### src/design/assert_macros.svh
// Assertion macros shared by the priority queue RTL.
// Needs a clock named clk and a synchronous reset named rst in scope.
`ifndef ASSERT_MACROS_SVH
`define ASSERT_MACROS_SVH

// Property must hold at every clock edge outside reset.
`define SPQ_ASSERT_ALWAYS(lbl, expr, msg) \
  lbl: assert property (@(posedge clk) disable iff (rst) (expr)) else $error(msg);

// Consequent must hold in the cycle after the antecedent.
`define SPQ_ASSERT_NEXT(lbl, ante, cons, msg) \
  lbl: assert property (@(posedge clk) disable iff (rst) (ante) |=> (cons)) else $error(msg);

`endif

### src/design/spq_pkg.sv
// Types, codes and constants of the three-level stable priority queue.
// No dependencies.
`timescale 1ns / 1ps
package spq_pkg;

  localparam int CAPACITY_DEF    = 64;
  localparam int NUM_CLASSES_DEF = 3;
  localparam int CFG_W           = 7;
  localparam int CLS_W           = 3;   // enough for up to eight classes
  localparam logic [CFG_W-1:0] CAP_LIMIT_RST = 7'd64;

  typedef enum logic [1:0] {
    ACT_ENQ   = 2'd0,
    ACT_DEQ   = 2'd1,
    ACT_PEEK  = 2'd2,
    ACT_CLEAR = 2'd3
  } act_t;

  typedef enum logic [1:0] {
    ST_OK      = 2'd0,
    ST_INVALID = 2'd1,
    ST_FULL    = 2'd2,
    ST_EMPTY   = 2'd3
  } status_t;

  typedef enum logic [1:0] {
    OP_HOLD  = 2'd0,
    OP_PUSH  = 2'd1,
    OP_POP   = 2'd2,
    OP_CLEAR = 2'd3
  } cell_op_t;

  typedef struct packed {
    act_t               action;
    logic signed [31:0] package_id;
    logic signed [7:0]  priority_req;
    logic signed [31:0] weight;
    logic [15:0]        payload_handle;
    logic               text_ok;
  } req_t;

  typedef struct packed {
    status_t     status;
    logic [30:0] out_id;
    logic [1:0]  out_priority;
    logic [30:0] out_weight;
    logic [15:0] out_payload;
    logic [6:0]  count;
    logic        is_empty;
  } rsp_t;

  typedef struct packed {
    logic             vld;
    logic [CLS_W-1:0] cls;
    logic [30:0]      id;
    logic [30:0]      wt;
    logic [15:0]      pay;
  } entry_t;

  typedef struct packed {
    cell_op_t op;
    entry_t   ent;
  } ctl_t;

  // Fed to the left of the first cell: valid and of the lowest class.
  localparam entry_t HEAD_SENTINEL = '{vld: 1'b1, cls: '0, id: '0, wt: '0, pay: '0};
  localparam entry_t EMPTY_ENTRY   = '{vld: 1'b0, cls: '0, id: '0, wt: '0, pay: '0};

endpackage

### src/design/spq_outbuf.sv
// Two-entry response buffer between the queue and the response channel.
// Depends on spq_pkg.
`timescale 1ns / 1ps
module spq_outbuf (
  input  logic          clk,
  input  logic          rst,
  input  logic          push,
  input  spq_pkg::rsp_t item,
  output logic          full,
  output logic          rsp_valid,
  input  logic          rsp_stall,
  output spq_pkg::rsp_t rsp
);
  import spq_pkg::*;

  logic [1:0] lvl;
  logic [1:0] lvl_next;
  rsp_t       spare;
  logic       pop;

  assign pop       = rsp_valid && !rsp_stall;
  assign full      = (lvl == 2'd2);
  assign rsp_valid = (lvl != 2'd0);

  always_comb begin
    lvl_next = lvl;
    if (push && !pop) begin
      lvl_next = lvl + 2'd1;
    end else if (pop && !push) begin
      lvl_next = lvl - 2'd1;
    end
  end

  always_ff @(posedge clk) begin
    if (rst) begin
      lvl <= 2'd0;
    end else begin
      lvl <= lvl_next;
    end
  end

  always_ff @(posedge clk) begin
    if (lvl == 2'd2) begin
      if (pop) begin
        rsp   <= spare;
        spare <= item;
      end
    end else if (lvl == 2'd1) begin
      if (pop && push) begin
        rsp <= item;
      end else if (push) begin
        spare <= item;
      end
    end else if (push) begin
      rsp <= item;
    end
  end

endmodule

### config.mk
export PLATFORM = sky130hd
export DESIGN_NAME = spq_outbuf
export DESIGN_NICKNAME = d
export VERILOG_FILES = /design/src/design/assert_macros.svh /design/src/design/spq_pkg.sv /design/src/design/spq_outbuf.sv
export SDC_FILE = /design/constraint.sdc
export NUM_CORES = 1
export LEC_CHECK = 0
export ABC_AREA = 1
export BUFFER_PORTS_ARGS = -buffer_cell sky130_fd_sc_hd__buf_2
export CAP_MARGIN = 30
export CORE_MARGIN = 3
export CORE_UTILIZATION = 49
export CTS_BUF_LIST = sky130_fd_sc_hd__clkbuf_4
export DETAILED_ROUTE_END_ITERATION = 8
export GPL_TIMING_DRIVEN = 0
export PLACE_DENSITY = 0.88
export SLEW_MARGIN = 20
export SYNTH_ARGS = -nofsm -noshare
export SYNTH_HDL_FRONTEND = slang
export SYNTH_SLANG_ARGS = --single-unit
export TNS_END_PERCENT = 20
### constraint.sdc
create_clock -name clk -period 4.9 [get_ports clk]
set_input_delay 0 -clock clk [delete_from_list [all_inputs] [get_ports clk]]
set_output_delay 0 -clock clk [all_outputs]
set_load 0.02 [all_outputs]
==> results.md <==
* CP Cell Sequence: inv_1 -> ha_1 -> inv_2 -> a21oi_1 -> nor2_4 -> buf_8 -> buf_12
* CP Capture Type: flip-flop
* Vias at 4754
* Initial core utilization at 0.5067
* Sequential fraction of the synthesis area at 0.8050
* Mapped Nets at 602
* Final Hold Vio Count at 0
* #FFs+latches synth at 182
* Crit-path leading delay family: buffers and inverters
* Num CTS Buffers at 17
* Layout cells sized above 1 at 0.2932
* Gpl congestion at 0.7072
* Top-area cell type share of the netlist area at 0.7991
* Sequential Area at 5445 sq um
* # rows at 42
* I/O pins at 186
* Resized Gates After CTS at 0
* Die area at 15250 sq um
* Synth warnings at 0
* Area growth syn-to-layout at 38.49%
* Overflow after GRT at 0
* Drt via density at 4.759
* Routed WL at 15460 um
* Synth cell count leaders: nand2_1 (278), edfxtp_1 (180), buf_2 (10), inv_1 (10), buf_6 (7)
* Fmax at 400.1 MHz
* GRT Resource Usage Total at 0.2035
* Nets at 907
* Async set-reset flop share out of synthesis at 0
* Critical path required time at 5150 ps
* Final Hold Slack at 124.1 ps
* Clock latency on the worst-skew pair at 540 ps
* CORE AREA at 13350 sq um
* Filler cell count at 910
* Root Buffer: clkbuf_4
* Detailed Route Iter0 Violations at 306
* Ranking of synthesized cells by area: edfxtp_1 (80%), nand2_1 (15%), buf_6 (1.2%)
* Worst Max-Slew Pin Slew at 789.2 ps
* Count of different cell masters after synthesis at 13
* # setup viols final at 0
* Routed WL per cell at 15.48 um
* Final HPWL DP at 9975 um
* Global-route wire length before repair at 23300 um
* IO Port Bufs at 185
* Gate count of the mapped netlist at 504
* Fin Clk Skew at 16.01 ps
* Postcts setup bufs at 0
* Clk pin slew, worst setup/hold paths at 130 ps
* Top-count cell post-synth: nand2_1
* Tmin final at 2499 ps
* Avg Inst Size Synth at 13.42 sq um
* Die W at 123.5 um
* Status: complete, no violations
* Pin count of the biggest net entering global routing at 30
* Layout Utilization at 0.7018
* Buf/Inv on CP at 4
* Clock Tree Buf Depth at 2
* Post-place setup slack at 2345 ps
* CTS H-tree lvls at 4
* Non-Filler Instances at 999
* Power per Cell Area at 472.8 nW/um^2
* Setup WS post-layout at 2401 ps
* Cell taking the most area after synthesis: edfxtp_1
* Mapped cell area at 6764 sq um
* Cell at the slowest stage of the critical path: nor2_4
* Clock Sink Count at 182
* Max Cap Viol at 0
* Startpoint types: flip-flop
* DP Cell Count at 872
* DRC at 0
* Post-synth EDFFs at 180
* Crit Path Max Fanout at 29
* Worst relative slew slack at 0.4726
* Commonest register cell after synthesis: edfxtp_1
* Post-DRT Antenna Nets at 0
* Crit-path max cell delay at 620 ps
* Number of global-route vias before repair at 4877
* Die height at 123.5 um
* P_leak at 4.061 nW
* TritonCTS clock tree: yes
* RSZ-0062 raised after global routing: false
* Area of the multi-input gates at 1152 sq um
* Crit Path Class: reg2reg
* Antenna violations before repair at 0
* Crit path arrival time at 2750 ps
* TritonRoute pass-1 iters at 5
* Max Transition Viols Final at 0
* Final worst path period share at 0.5101
* VDD IR-drop max at 0.0002746 V
* Min-delay worst type: in2reg
==> timing repair <==
action                     in CTS  in global routing
hold buffers                   94                  0
setup endpoints to repair       0                  0
hold endpoints to repair      182                  0
==> worst min-delay path, cell delays in order <==
cell and delay, ps:
buf_2 100, inv_1 50, nand2_1 90, ha_1 170, inv_1 60, nand3_1 90
nand2_1 50, inv_1 40
==> where the power goes <==
group | switching (mW) | internal, mW | leakage, nW
registers | 0.0849 | 2.17 | 1.72
logic | 0.806 | 0.411 | 2.16
clock network | 0.494 | 0.458 | 0.173
total | 1.39 | 3.04 | 4.06
==> sequential cells by signal (all words and copies together), names as in the netlist <==
| register | count |
|---|---|
| rsp | 90 |
| spare | 90 |
| lvl | 2 |
==> path summary, 6_finish.rpt <==
| check | from | endpoint | slack (ps) | cells past startpoint |
|---|---|---|---|---|
| max | lvl[0]$_SDFFE_PP0P_ | rsp[30]$_DFFE_PP_ | 2400 | 7 |
| min | rsp_stall | lvl[1]$_SDFFE_PP0P_ | 120 | 8 |
| max reg2reg | lvl[0]$_SDFFE_PP0P_ | rsp[30]$_DFFE_PP_ | 2400 | 7 |
| min reg2reg | spare[88]$_DFFE_PP_ | rsp[88]$_DFFE_PP_ | 520 | 2 |
==> stage by stage <==
step | setup TNS, ps | instance area (sq um) | power (mW)
6_report | 0 | 9368 | 4.429
3_3_place_gp | -187870 | 7913 | 3.368
5_1_grt | 0 | 9365 | 4.640
3_5_place_dp | 0 | 8083 | 3.456
2_1_floorplan | -40620 | 6766 | 2.996
4_1_cts | 0 | 9365 | 4.453
==> final cells by class <==
class | count | share of cell area
Timing Repair Buffer | 286 | 0.2161
Tap cell | 176 | 0.02351
Sequential cell | 182 | 0.5813
Multi-Input combinational cell | 292 | 0.1230
Buffer | 19 | 0.01496
Inverter | 11 | 0.004408
Clock inverter | 14 | 0.02204
Antenna cell | 1 | 0.0002671
Clock buffer | 18 | 0.01443
==> kinds of logic (layout without fill, tap and decap cells) <==
group | after synthesis | in the layout | synth area share
AOI/OAI and AO/OA | 4 | 4 | 0.002960
adders and majority gates | 4 | 4 | 0.007399
buffers and inverters | 30 | 348 | 0.02682
DFF | 182 | 182 | 0.8050
other | 0 | 1 | 0
and+or+nand+nor | 284 | 284 | 0.1578
==> routing by layer <==
metal  GRT usage  part of all wire  up-vias
li1            -                 -     2314
met1      0.2272              0.38     2216
met2      0.3575              0.52      195
met3     0.06862             0.080       29
met4     0.08235             0.021        0
met5           0                 0        -
==> cell usage in the layout (no fill, tap or decap), drive strengths merged <==
cell,instances
a21oi,4
buf,210
bufinv,5
clkbuf,19
clkinv,6
clkinvlp,2
dfxtp,2
diode,1
dlygate4sd3,94
edfxtp,180
ha,4
inv,12
nand2,278
nand3,1
nor2,5
(Power assumes the default switching activity.)
