--- src/design/assert_macros.svh ---
// Assertion macros shared by the priority queue RTL.
// Needs a clock named clk and a synchronous reset named rst in scope.
`ifndef ASSERT_MACROS_SVH
`define ASSERT_MACROS_SVH

// Property must hold at every clock edge outside reset.
`define SPQ_ASSERT_ALWAYS(lbl, expr, msg) \
  lbl: assert property (@(posedge clk) disable iff (rst) (expr)) else $error(msg);

// Consequent must hold in the cycle after the antecedent.
`define SPQ_ASSERT_NEXT(lbl, ante, cons, msg) \
  lbl: assert property (@(posedge clk) disable iff (rst) (ante) |=> (cons)) else $error(msg);

`endif

--- src/design/spq_pkg.sv ---
// Types, codes and constants of the three-level stable priority queue.
// No dependencies.
`timescale 1ns / 1ps
package spq_pkg;

  localparam int CAPACITY_DEF    = 64;
  localparam int NUM_CLASSES_DEF = 3;
  localparam int CFG_W           = 7;
  localparam int CLS_W           = 3;   // enough for up to eight classes
  localparam logic [CFG_W-1:0] CAP_LIMIT_RST = 7'd64;

  typedef enum logic [1:0] {
    ACT_ENQ   = 2'd0,
    ACT_DEQ   = 2'd1,
    ACT_PEEK  = 2'd2,
    ACT_CLEAR = 2'd3
  } act_t;

  typedef enum logic [1:0] {
    ST_OK      = 2'd0,
    ST_INVALID = 2'd1,
    ST_FULL    = 2'd2,
    ST_EMPTY   = 2'd3
  } status_t;

  typedef enum logic [1:0] {
    OP_HOLD  = 2'd0,
    OP_PUSH  = 2'd1,
    OP_POP   = 2'd2,
    OP_CLEAR = 2'd3
  } cell_op_t;

  typedef struct packed {
    act_t               action;
    logic signed [31:0] package_id;
    logic signed [7:0]  priority_req;
    logic signed [31:0] weight;
    logic [15:0]        payload_handle;
    logic               text_ok;
  } req_t;

  typedef struct packed {
    status_t     status;
    logic [30:0] out_id;
    logic [1:0]  out_priority;
    logic [30:0] out_weight;
    logic [15:0] out_payload;
    logic [6:0]  count;
    logic        is_empty;
  } rsp_t;

  typedef struct packed {
    logic             vld;
    logic [CLS_W-1:0] cls;
    logic [30:0]      id;
    logic [30:0]      wt;
    logic [15:0]      pay;
  } entry_t;

  typedef struct packed {
    cell_op_t op;
    entry_t   ent;
  } ctl_t;

  // Fed to the left of the first cell: valid and of the lowest class.
  localparam entry_t HEAD_SENTINEL = '{vld: 1'b1, cls: '0, id: '0, wt: '0, pay: '0};
  localparam entry_t EMPTY_ENTRY   = '{vld: 1'b0, cls: '0, id: '0, wt: '0, pay: '0};

endpackage

--- src/design/spq_cell.sv ---
// One cell of the sorted queue chain: holds one record, shifts right on
// insert, left on pop. Depends on spq_pkg.
`timescale 1ns / 1ps
module spq_cell (
  input  logic            clk,
  input  logic            rst,
  input  spq_pkg::ctl_t   ctl,
  input  spq_pkg::entry_t left,
  input  spq_pkg::entry_t right,
  output spq_pkg::entry_t ent
);
  import spq_pkg::*;

  entry_t ent_next;
  logic   left_after;
  logic   left_before;
  logic   here_after;

  assign left_after  = left.vld && (left.cls > ctl.ent.cls);
  assign left_before = left.vld && (left.cls <= ctl.ent.cls);
  assign here_after  = !ent.vld || (ent.cls > ctl.ent.cls);

  always_comb begin
    ent_next = ent;
    case (ctl.op)
      OP_PUSH: begin
        if (left_after) begin
          ent_next = left;
        end else if (here_after && left_before) begin
          ent_next = ctl.ent;
        end
      end
      OP_POP:   ent_next = right;
      OP_CLEAR: ent_next.vld = 1'b0;
      default:  ent_next = ent;
    endcase
  end

  always_ff @(posedge clk) begin
    ent.cls <= ent_next.cls;
    ent.id  <= ent_next.id;
    ent.wt  <= ent_next.wt;
    ent.pay <= ent_next.pay;
    if (rst) begin
      ent.vld <= 1'b0;
    end else begin
      ent.vld <= ent_next.vld;
    end
  end

endmodule

--- config.mk ---
export PLATFORM = sky130hd
export DESIGN_NAME = spq_cell
export DESIGN_NICKNAME = d
export VERILOG_FILES = /design/src/design/assert_macros.svh /design/src/design/spq_pkg.sv /design/src/design/spq_cell.sv
export SDC_FILE = /design/constraint.sdc
export NUM_CORES = 1
export LEC_CHECK = 0
export ABC_CLOCK_PERIOD_IN_PS = 17170
export BUFFER_PORTS_ARGS = -buffer_cell sky130_fd_sc_hd__buf_2
export CAP_MARGIN = 40
export CORE_AREA = 2 2 127 129
export DETAILED_ROUTE_END_ITERATION = 16
export DIE_AREA = 0 0 129 131
export HOLD_SLACK_MARGIN = 0.08
export MAX_ROUTING_LAYER = met4
export PLACE_DENSITY = 0.62
export SYNTH_ARGS = -nofsm -noshare
export SYNTH_HDL_FRONTEND = slang
export SYNTH_SLANG_ARGS = --single-unit
--- constraint.sdc ---
create_clock -name clk -period 17.17 [get_ports clk]
set_clock_uncertainty 0.15 [all_clocks]
set_input_delay 3.434 -clock clk [delete_from_list [all_inputs] [get_ports clk]]
set_output_delay 3.434 -clock clk [all_outputs]
set_load 0.005 [all_outputs]
==> results.md, run 1 <==
* **highest fanout seen on the critical path** 46
* **first-pass GRT wire length** 18,200 µm
* **stages on the worst setup path** 9
* **Die W** 129 µm
* **count of filler cells inserted in the layout** 1,592
* **final instance area** 6530 µm²
* **worst-path cell with the longest stage delay** sky130_fd_sc_hd__buf_4
* **clock input transition at the sequential cells of the worst setup and hold paths** 0.06 ns
* **crit-path max cell delay** 0.57 ns
* **remaining routing DRC violations** 0
* **IR drop worst, VDD** 0.0389 mV
* **total count of max-transition violations in the final report** 0
* **y dimension of the die** 131 µm
* **initial antenna violation count** 0
* **commonest non-fill, non-tap cells in the layout** sky130_fd_sc_hd__buf_2 (331), sky130_fd_sc_hd__nor2_1 (83), sky130_fd_sc_hd__mux2i_1 (82)
* **hold slack final** 0.378 ns
* **Min-Delay Path Class** reg -> reg
* **cell type with the highest aggregate area in the netlist** sky130_fd_sc_hd__edfxtp_1
* **routed length per placed instance** 13.9 µm
* **Hold Path Depth** 2
* **Post-Syn Instances** 385
* **global-route congestion overflow total** 0
* **placed cells** 910
* **reported max-cap violation count** 0
* **DP HPWL** 10,100 µm
* **number of optimization iterations in the first detailed-route pass** 6
* **flops & latches, synth** 82
* **part of the cycle the worst path needs** 34.4%
* **registers with the most flip-flops** ent: 82 flops
* **largest net degree at the start of global routing** 83
* **status** completed
* **upper clock frequency limit** 0.169 GHz
* **Core ar.** 15,600 µm²
* **number of global-route vias before repair** 3,711
* **worst-case setup slack after placement** 10.90 ns
* **buffers added on ports** 331
* **count of nets left with antenna violations after detail routing** 0
* **post-CTS setup repair buffer count** 0
* **R2R Setup Slk** 14.10 ns
* **# resized after CTS** 0
* **Final Hold Violating Endpoints** 0
* **Ant. Diodes** 0
* **Starting DRT DRC Count** 146
* **accumulated negative setup slack** 0 ns
* **Detailed Route WL** 12,900 µm
* **Power Total** 0.558 mW
* **terminus of the critical flop-to-flop path** ent[6]$_DFFE_PP_
* **area share of the largest cell type after synthesis** 54.4%
* **sequential share of the synthesized area** 54.9%
* **RSZ-0062 raised after global routing** false
* **clock tree from TritonCTS** yes
* **clock network latency to the later pin of the worst-skew pair** 0.33 ns
* **most common cell after layout, fill and taps aside** sky130_fd_sc_hd__buf_2
* **number of primary I/O pins** 332
* **startpoint of the lowest-slack hold path** ent[81]$_SDFFE_PP0P_
* **DIE AREA** 16,900 µm²
* **final critical delay including setup and external delays** 5.91 ns
* **distinct cell type count after synthesis** 25
* **WP data arrival** 5.72 ns
* **cell area after placement** 6210 µm²
* **critical path required time** 16.98 ns
* **Buf/Inv on CP** 4
* **PnR worst setup slack** 11.26 ns
* **H-tree lvl count** 3
* **gp weighted congestion** 0.816
* **max-slew headroom at the worst pin** 43.0%
* **setup violators final** 0
* **aggregate global-route resource usage** 14.5%
* **initial standard-cell utilization of the core** 28.7%
* **signed area change from the synthesized netlist to the final layout** 46.0%
* **final cell count without fillers** 926
* **top post-synthesis cells by area** sky130_fd_sc_hd__edfxtp_1 (54%), sky130_fd_sc_hd__mux2i_1 (18%), sky130_fd_sc_hd__a21oi_1 (9.1%), sky130_fd_sc_hd__nor2_1 (7.0%), sky130_fd_sc_hd__buf_12 (4.0%)
* **Critical Path Sink Type** flop
* **Placement Rows** 46
* **length in cells of the worst reg-to-reg path** 7
* **proportion of layout cells with a drive suffix above 1** 49.6%
* **end point of the most critical hold path** ent[81]$_SDFFE_PP0P_
* **Yosys warnings** 0
* **P_leak** 3.36 nW
* **Nets** 961
* **flip-flop count of the largest register, all copies and words added** 82
* **total power density per cell area** 85.6 nW/µm²
* **root cell of the clock tree** sky130_fd_sc_hd__clkbuf_16
* **final core area utilization** 41.8%
* **Num Clock Sinks** 82
* **critical register-to-register path startpoint** ent[80]$_DFFE_PP_
* **Synthesized Nets** 641
* **kind of cell with the highest combined delay on the critical path** buffers and inverters
* **synthesized area divided by synthesized cell count** 11.6 µm²
* **buffer levels on the longest clock path** 2
* **ordered list of cells on the worst path** buf_2 -> inv_1 -> ha_1 -> and3b_1 -> o21ai_0 -> a21boi_0 -> o31ai_4 -> buf_4 -> buf_4
* **combined area of all synthesized cells** 4470 µm²
* **Setup CP Type** in -> reg
* **total of hold buffers inserted after clock tree synthesis** 0
* **average via count per standard cell** 4.40
* **CP Launch Type** primary input
* **total via count in the routed design** 4,074
* **Worst path most repeated cell** sky130_fd_sc_hd__buf_4
* **CTS Buf Count** 9
* **Worst Tran Pin Value** 0.855 ns
* **register ranked first by flip-flop count** ent
## area by class of cell
| type | count | area (µm²) | area share, % |
|---|---|---|---|
| flip-flops and latches | 82 | 2450 | 37.6 |
| multi-input cells | 271 | 1780 | 27.2 |
| repair buffers | 336 | 1690 | 26.0 |
| well taps | 216 | 270 | 4.14 |
| clock buffers | 11 | 233 | 3.57 |
| clock inverters | 5 | 78.8 | 1.21 |
| inverters | 5 | 18.8 | 0.288 |
## cells by family after synthesis
| logic type | after synthesis | share of synthesized area [%] |
|---|---|---|
| buffers and inverters | 32 | 6.05 |
| multiplexers | 82 | 18.4 |
| AO/OA/AOI/OAI | 91 | 10.8 |
| AND/OR/NAND/NOR | 92 | 8.23 |
| flip-flops | 82 | 54.9 |
| adder cells (fa/ha/maj) | 6 | 1.68 |
## how the worst max path moves through the flow
stage | to | startpoint
after floorplan | ent[0]$_DFFE_PP_ | ctl[80]
after global placement | ent[29]$_DFFE_PP_ | ctl[80]
after detailed placement | ent[30]$_DFFE_PP_ | ctl[80]
after CTS | ent[30]$_DFFE_PP_ | ctl[80]
after global routing | ent[30]$_DFFE_PP_ | ctl[80]
final | ent[6]$_DFFE_PP_ | ctl[80]
## worst min-delay path, cell delays in order, from the launching register on
cell,delay [ns]
sky130_fd_sc_hd__dfxtp_1,0.34
sky130_fd_sc_hd__nand2b_1,0.08
sky130_fd_sc_hd__mux2i_1,0.06
## Yosys cell counts
cell type / count
sky130_fd_sc_hd__a21o_1: 1
sky130_fd_sc_hd__a311oi_1: 1
sky130_fd_sc_hd__o211a_1: 1
sky130_fd_sc_hd__a21oi_1: 81
sky130_fd_sc_hd__a21boi_0: 1
sky130_fd_sc_hd__edfxtp_1: 81
sky130_fd_sc_hd__buf_12: 9
sky130_fd_sc_hd__and3b_1: 1
sky130_fd_sc_hd__ha_1: 6
sky130_fd_sc_hd__nand2b_1: 3
sky130_fd_sc_hd__o21ai_0: 3
sky130_fd_sc_hd__nand3_1: 1
sky130_fd_sc_hd__and2_1: 1
sky130_fd_sc_hd__mux2i_1: 82
sky130_fd_sc_hd__a221o_1: 1
sky130_fd_sc_hd__o211ai_2: 1
sky130_fd_sc_hd__nand2_1: 1
sky130_fd_sc_hd__o31ai_1: 1
sky130_fd_sc_hd__buf_2: 3
sky130_fd_sc_hd__and3_1: 1
sky130_fd_sc_hd__dfxtp_1: 1
sky130_fd_sc_hd__inv_1: 5
sky130_fd_sc_hd__nor2_1: 83
sky130_fd_sc_hd__nor3b_1: 1
sky130_fd_sc_hd__clkbuf_1: 15
## per-layer routing
layer	GRT usage [%]	vias to the layer above	wire length, µm
met2	24.5	215	6410
met4	5.50	0	184
met5	-	-	0
met3	3.71	12	1090
met1	16.5	1795	5170
li1	-	2052	-
## report_power, final
part	total [mW]	internal, mW	leakage (nW)	switching [mW]
clock	0.201	0.127	0.143	0.0740
combinational	0.110	0.0557	2.44	0.0543
sequential	0.247	0.243	0.774	0.00422
Power figures use the tool's default switching activity.
==> inputs of run 2 (changes only) <==
Settings changed: ABC_AREA set to 1, ABC_CLOCK_PERIOD_IN_PS 17170 to 5940, CORE_AREA 2 2 127 129 to 2 2 130 132, DIE_AREA 0 0 129 131 to 0 0 132 134, PLACE_DENSITY 0.62 to 0.6.
Clock period 17.17 ns to 5.94 ns, I/O delays scaled along.
==> run 2 against run 1 <==
  * Sequential power grew to 2.9 times the previous value
  * Flip-flop and latch count stayed put
  * Synthesized cell count up 29%
  * Hold slack better by 0.046 ns
  * Final cell count rose by 10%
  * First-iteration DRC count up 82%
  * Critical endpoint is now ent[80]$_DFFE_PP_
==> results.md, run 2 <==
* **max-slew headroom at the worst pin** 45.9%
* **number of optimization iterations in the first detailed-route pass** 4
* **DIE AREA** 17,700 µm²
* **top post-synthesis cells by area** sky130_fd_sc_hd__edfxtp_1 (53%), sky130_fd_sc_hd__a31oi_1 (11%), sky130_fd_sc_hd__nand4_1 (11%), sky130_fd_sc_hd__nand2_1 (7.6%), sky130_fd_sc_hd__nor2_1 (6.6%)
* **most common cell after layout, fill and taps aside** sky130_fd_sc_hd__buf_2
* **highest fanout seen on the critical path** 54
* **accumulated negative setup slack** 0 ns
* **reported max-cap violation count** 0
* **status** completed
* **final instance area** 6660 µm²
* **Final Hold Violating Endpoints** 0
* **placed cells** 1,004
* **initial standard-cell utilization of the core** 28.1%
* **leading cell type by number of instances after synthesis** sky130_fd_sc_hd__nand2_1
* **hold slack final** 0.424 ns
* **flip-flop count of the largest register, all copies and words added** 82
* **worst-case setup slack after placement** 1.68 ns
* **CTS Buf Count** 9
* **Ant. Diodes** 0
* **critical path required time** 5.88 ns
* **DP HPWL** 12,000 µm
* **final core area utilization** 40.9%
* **count of nets left with antenna violations after detail routing** 0
* **cell type with the highest aggregate area in the netlist** sky130_fd_sc_hd__edfxtp_1
* **Setup CP Type** in -> reg
* **clock input transition at the sequential cells of the worst setup and hold paths** 0.06 ns
* **Nets** 1,051
* **WP data arrival** 3.88 ns
* **# resized after CTS** 0
* **largest net degree at the start of global routing** 87
* **Starting DRT DRC Count** 265
* **Min-Delay Path Class** reg -> reg
* **number of global-route vias before repair** 4,732
* **Core ar.** 16,300 µm²
* **CP Launch Type** primary input
* **Detailed Route WL** 16,100 µm
* **area share of the largest cell type after synthesis** 53.2%
* **cell area after placement** 6350 µm²
* **synthesized area divided by synthesized cell count** 9.18 µm²
* **register ranked first by flip-flop count** ent
* **ordered list of cells on the worst path** buf_2 -> inv_1 -> ha_1 -> nand3_4 -> buf_4 -> nand3_4 -> buf_12 -> o211ai_1 -> nand2_1
* **Synthesized Nets** 754
* **crit-path max cell delay** 0.55 ns
* **Yosys warnings** 0
* **aggregate global-route resource usage** 18.1%
* **RSZ-0062 raised after global routing** false
* **post-CTS setup repair buffer count** 0
* **Num Clock Sinks** 82
* **IR drop worst, VDD** 0.138 mV
* **flops & latches, synth** 82
* **gp weighted congestion** 0.808
* **average via count per standard cell** 4.93
* **combined area of all synthesized cells** 4570 µm²
* **total count of max-transition violations in the final report** 0
* **root cell of the clock tree** sky130_fd_sc_hd__clkbuf_16
* **P_leak** 3.06 nW
* **remaining routing DRC violations** 0
* **Worst path most repeated cell** sky130_fd_sc_hd__nand3_4
* **upper clock frequency limit** 0.254 GHz
* **Worst Tran Pin Value** 0.812 ns
* **Power Total** 1.66 mW
* **PnR worst setup slack** 2.00 ns
* **final critical delay including setup and external delays** 3.94 ns
* **first-pass GRT wire length** 24,300 µm
* **part of the cycle the worst path needs** 66.3%
* **global-route congestion overflow total** 0
* **leading register cell type out of synthesis** sky130_fd_sc_hd__edfxtp_1
* **total of hold buffers inserted after clock tree synthesis** 0
* **number of primary I/O pins** 332
* **signed area change from the synthesized netlist to the final layout** 45.6%
* **total power density per cell area** 250 nW/µm²
* **share of flip-flops with an asynchronous set or reset after synthesis** 0%
* **buffer levels on the longest clock path** 2
* **setup violators final** 0
* **proportion of layout cells with a drive suffix above 1** 44.4%
* **number of flops mapped to enable cells by yosys** 81
* **Critical Path Sink Type** flop
* **clock network latency to the later pin of the worst-skew pair** 0.34 ns
* **commonest non-fill, non-tap cells in the layout** sky130_fd_sc_hd__buf_2 (331), sky130_fd_sc_hd__nand2_1 (91), sky130_fd_sc_hd__edfxtp_1 (81)
* **registers with the most flip-flops** ent: 82 flops
* **y dimension of the die** 134 µm
* **sequential share of the synthesized area** 53.6%
* **initial antenna violation count** 0
* **clock tree from TritonCTS** yes
* **commonest cells in the synthesized netlist** sky130_fd_sc_hd__nand2_1 (92), sky130_fd_sc_hd__edfxtp_1 (81), sky130_fd_sc_hd__nor2_1 (80), sky130_fd_sc_hd__a31oi_1 (79), sky130_fd_sc_hd__nand4_1 (79)
* **final cell count without fillers** 1,020
* **worst-path cell with the longest stage delay** sky130_fd_sc_hd__buf_4
* **routed length per placed instance** 15.8 µm
* **buffers added on ports** 331
* **Die W** 132 µm
* **H-tree lvl count** 3
* **distinct cell type count after synthesis** 19
* **Post-Syn Instances** 498
* **total via count in the routed design** 5,028
* **Placement Rows** 47
run 2: cell types whose count changed after synthesis, sizes merged, moves of 14 or more:
cell / before / now
nand4: 0 / 79
clkbuf: 15 / 29
a31oi: 0 / 79
a21oi: 81 / 3
mux2i: 82 / 0
nand2: 1 / 94
run 2: final cells by class:
class                      count  area [µm²]
clock buffer                  11         233
clock inverter                 5        78.8
fill                        1701        9630
inverter                      11        41.3
multi-input combinational    354        1850
sequential                    82        2450
tap                          220         275
timing repair buffer         337        1730
run 2: metal layers:
metal | track usage, % | wire length [µm] | vias to the layer above
met5 | - | 0 | -
met4 | 7.00 | 359 | 0
met3 | 3.63 | 1160 | 23
met2 | 30.7 | 8090 | 222
met1 | 21.1 | 6520 | 2324
li1 | - | - | 2459
run 2: final timing paths:
| path | from | endpoint | slack, ns | cells after the start |
|---|---|---|---|---|
| min | ent[81]$_SDFFE_PP0P_ | ent[81]$_SDFFE_PP0P_ | 0.42 | 4 |
| max | ctl[80] | ent[80]$_DFFE_PP_ | 2.00 | 9 |
| max reg2reg | ent[80]$_DFFE_PP_ | ent[24]$_DFFE_PP_ | 3.60 | 8 |
| min reg2reg | ent[81]$_SDFFE_PP0P_ | ent[81]$_SDFFE_PP0P_ | 0.42 | 4 |
run 2: cells by family after synthesis:
family | synth area share [%]
compound gates | 11.5
fa+ha+maj | 1.64
buf+inv | 6.62
flops | 53.6
simple gates | 26.6
run 2: power breakdown:
part	switching (mW)	leakage [nW]	internal, mW
clock	0.220	0.143	0.367
sequential	0.0113	0.777	0.705
combinational	0.207	2.14	0.152
total	0.438	3.06	1.22
run 2: worst max-delay path: cells and delay by family:
family          cells  cell delay, ns
simple gates        3            0.92
fa+ha+maj           1            0.36
compound gates      1            0.19
buf+inv             4            1.11
==> inputs of run 3 (changes only) <==
Settings changed: ABC_CLOCK_PERIOD_IN_PS 5940 to 4000.
Clock period 5.94 ns to 4 ns, I/O delays scaled along.
==> run 3 against run 2 <==
  * Critical endpoint is now ent[34]$_DFFE_PP_
  * Utilization barely moved
  * Clock-buffer cell count fell by 1
  * Clock power rose by 45%
  * Total power rose by 47%
  * Die area did not move
  * Hold slack barely moved
  * Largest power group unchanged
==> results.md, run 3 (synthesis results as in run 2) <==
* **Nets** 1,056
* **number of global-route vias before repair** 4,842
* **proportion of layout cells with a drive suffix above 1** 44.8%
* **# resized after CTS** 0
* **Starting DRT DRC Count** 286
* **clock input transition at the sequential cells of the worst setup and hold paths** 0.05 ns
* **post-CTS setup repair buffer count** 0
* **Final Hold Violating Endpoints** 0
* **Placement Rows** 47
* **crit-path max cell delay** 0.36 ns
* **PnR worst setup slack** 1.32 ns
* **most common cell after layout, fill and taps aside** sky130_fd_sc_hd__buf_2
* **buffer levels on the longest clock path** 2
* **root cell of the clock tree** sky130_fd_sc_hd__clkbuf_16
* **area of all sequential standard cells** 2450 µm²
* **global-route congestion overflow total** 0
* **kind of cell with the highest combined delay on the critical path** simple AND/OR/NAND/NOR gates
* **registers with the most flip-flops** ent: 82 flops
* **CP Launch Type** primary input
* **flip-flop count of the largest register, all copies and words added** 82
* **status** completed
* **Core ar.** 16,300 µm²
* **stages on the worst setup path** 9
* **final critical delay including setup and external delays** 2.68 ns
* **total of hold buffers inserted after clock tree synthesis** 0
* **IR drop worst, VDD** 0.187 mV
* **Power Total** 2.45 mW
* **length in cells of the worst reg-to-reg path** 8
* **P_leak** 3.08 nW
* **WP data arrival** 2.50 ns
* **remaining routing DRC violations** 0
* **y dimension of the die** 134 µm
* **average via count per standard cell** 5.01
* **Min-Delay Path Class** reg -> reg
* **clock tree from TritonCTS** yes
* **Num Clock Sinks** 82
* **total power density per cell area** 368 nW/µm²
* **DIE AREA** 17,700 µm²
* **H-tree lvl count** 3
* **count of filler cells inserted in the layout** 1,701
* **setup violators final** 0
* **upper clock frequency limit** 0.374 GHz
* **register ranked first by flip-flop count** ent
* **max-slew headroom at the worst pin** 61.3%
* **worst-case setup slack after placement** 0.943 ns
* **Setup CP Type** in -> reg
* **area of combinational cells with multiple inputs** 1850 µm²
* **Critical Path Sink Type** flop
* **Hold Path Depth** 4
* **initial standard-cell utilization of the core** 28.1%
* **RSZ-0062 raised after global routing** false
* **commonest non-fill, non-tap cells in the layout** sky130_fd_sc_hd__buf_2 (331), sky130_fd_sc_hd__nand2_1 (91), sky130_fd_sc_hd__edfxtp_1 (81)
* **buffers added on ports** 331
* **Buf/Inv on CP** 3
* **Die W** 132 µm
* **total count of max-transition violations in the final report** 0
* **number of primary I/O pins** 332
* **first-pass GRT wire length** 24,800 µm
* **gp weighted congestion** 0.840
* **highest fanout seen on the critical path** 81
* **aggregate global-route resource usage** 18.4%
* **reported max-cap violation count** 0
* **routed length per placed instance** 16.1 µm
* **Worst Tran Pin Value** 0.580 ns
* **signed area change from the synthesized netlist to the final layout** 45.7%
* **accumulated negative setup slack** 0 ns
* **critical path required time** 3.82 ns
* **initial antenna violation count** 0
* **DP HPWL** 12,100 µm
* **number of optimization iterations in the first detailed-route pass** 5
* **Detailed Route WL** 16,400 µm
* **part of the cycle the worst path needs** 66.9%
* **CTS Buf Count** 9
* **Worst path most repeated cell** sky130_fd_sc_hd__nand2_1
* **Ant. Diodes** 0
* **worst-path cell with the longest stage delay** sky130_fd_sc_hd__ha_1
* **largest net degree at the start of global routing** 82
* **clock network latency to the later pin of the worst-skew pair** 0.33 ns
* **total via count in the routed design** 5,123
* **count of nets left with antenna violations after detail routing** 0
* **ordered list of cells on the worst path** buf_2 -> inv_1 -> ha_1 -> nand3_4 -> nand2_1 -> nand3_1 -> nand2_1 -> nand2_4 -> buf_12
run 3: cell types whose count changed in the layout (fill, tap and decap cells not counted), sizes merged:
cell	previous run	this run
buf	337	342
clkbuf	11	10
clkinv	1	0
clkinvlp	2	1
run 3: power by group:
part	leakage (nW)	internal (mW)	switching, mW
combinational	2.16	0.226	0.306
sequential	0.777	1.05	0.0172
clock	0.141	0.537	0.317
run 3: worst paths after layout:
kind / start / to / slack (ns)
setup / recovery: ctl[80] / ent[34]$_DFFE_PP_ / 1.32
hold / removal: ent[81]$_SDFFE_PP0P_ / ent[81]$_SDFFE_PP0P_ / 0.42
setup reg to reg: ent[80]$_DFFE_PP_ / ent[34]$_DFFE_PP_ / 1.85
hold reg to reg: ent[81]$_SDFFE_PP0P_ / ent[81]$_SDFFE_PP0P_ / 0.42
run 3: layout make-up:
cell class / count / area share (%)
Timing Repair Buffer: 342 / 26.3
Multi-Input combinational cell: 354 / 27.7
Inverter: 11 / 0.620
Tap cell: 220 / 4.13
Clock buffer: 10 / 3.44
Sequential cell: 82 / 36.8
Clock inverter: 3 / 1.01
run 3: through the flow:
stage | area (µm²) | instances | hold slack (ns) | util [%]
2_1_floorplan | 4570 | 498 | 0.401 | -
3_3_place_gp | 6370 | 1009 | 0.420 | 39.1
3_5_place_dp | 6370 | 1009 | 0.418 | 39.1
4_1_cts | 6660 | 1022 | 0.428 | 40.9
5_1_grt | 6660 | 1022 | 0.495 | 40.9
6_report | 6660 | 1022 | 0.424 | 40.9
run 3: routing by layer:
metal	global-route usage [%]	up-vias	wire (µm)	share of wire, %
met5	-	-	0	0
met4	8.21	0	435	2.6
met3	4.65	35	1410	8.6
met2	30.6	282	8210	50
met1	21.0	2343	6370	39
li1	-	2463	-	-
run 3: worst reg2reg max path, delay by kind of cell (launching register included):
| family | cells | cell delay [ns] |
|---|---|---|
| adder cells (fa/ha/maj) | 1 | 0.33 |
| buffers and inverters | 1 | 0.35 |
| AND/OR/NAND/NOR | 6 | 0.48 |
| flip-flops | 1 | 0.38 |
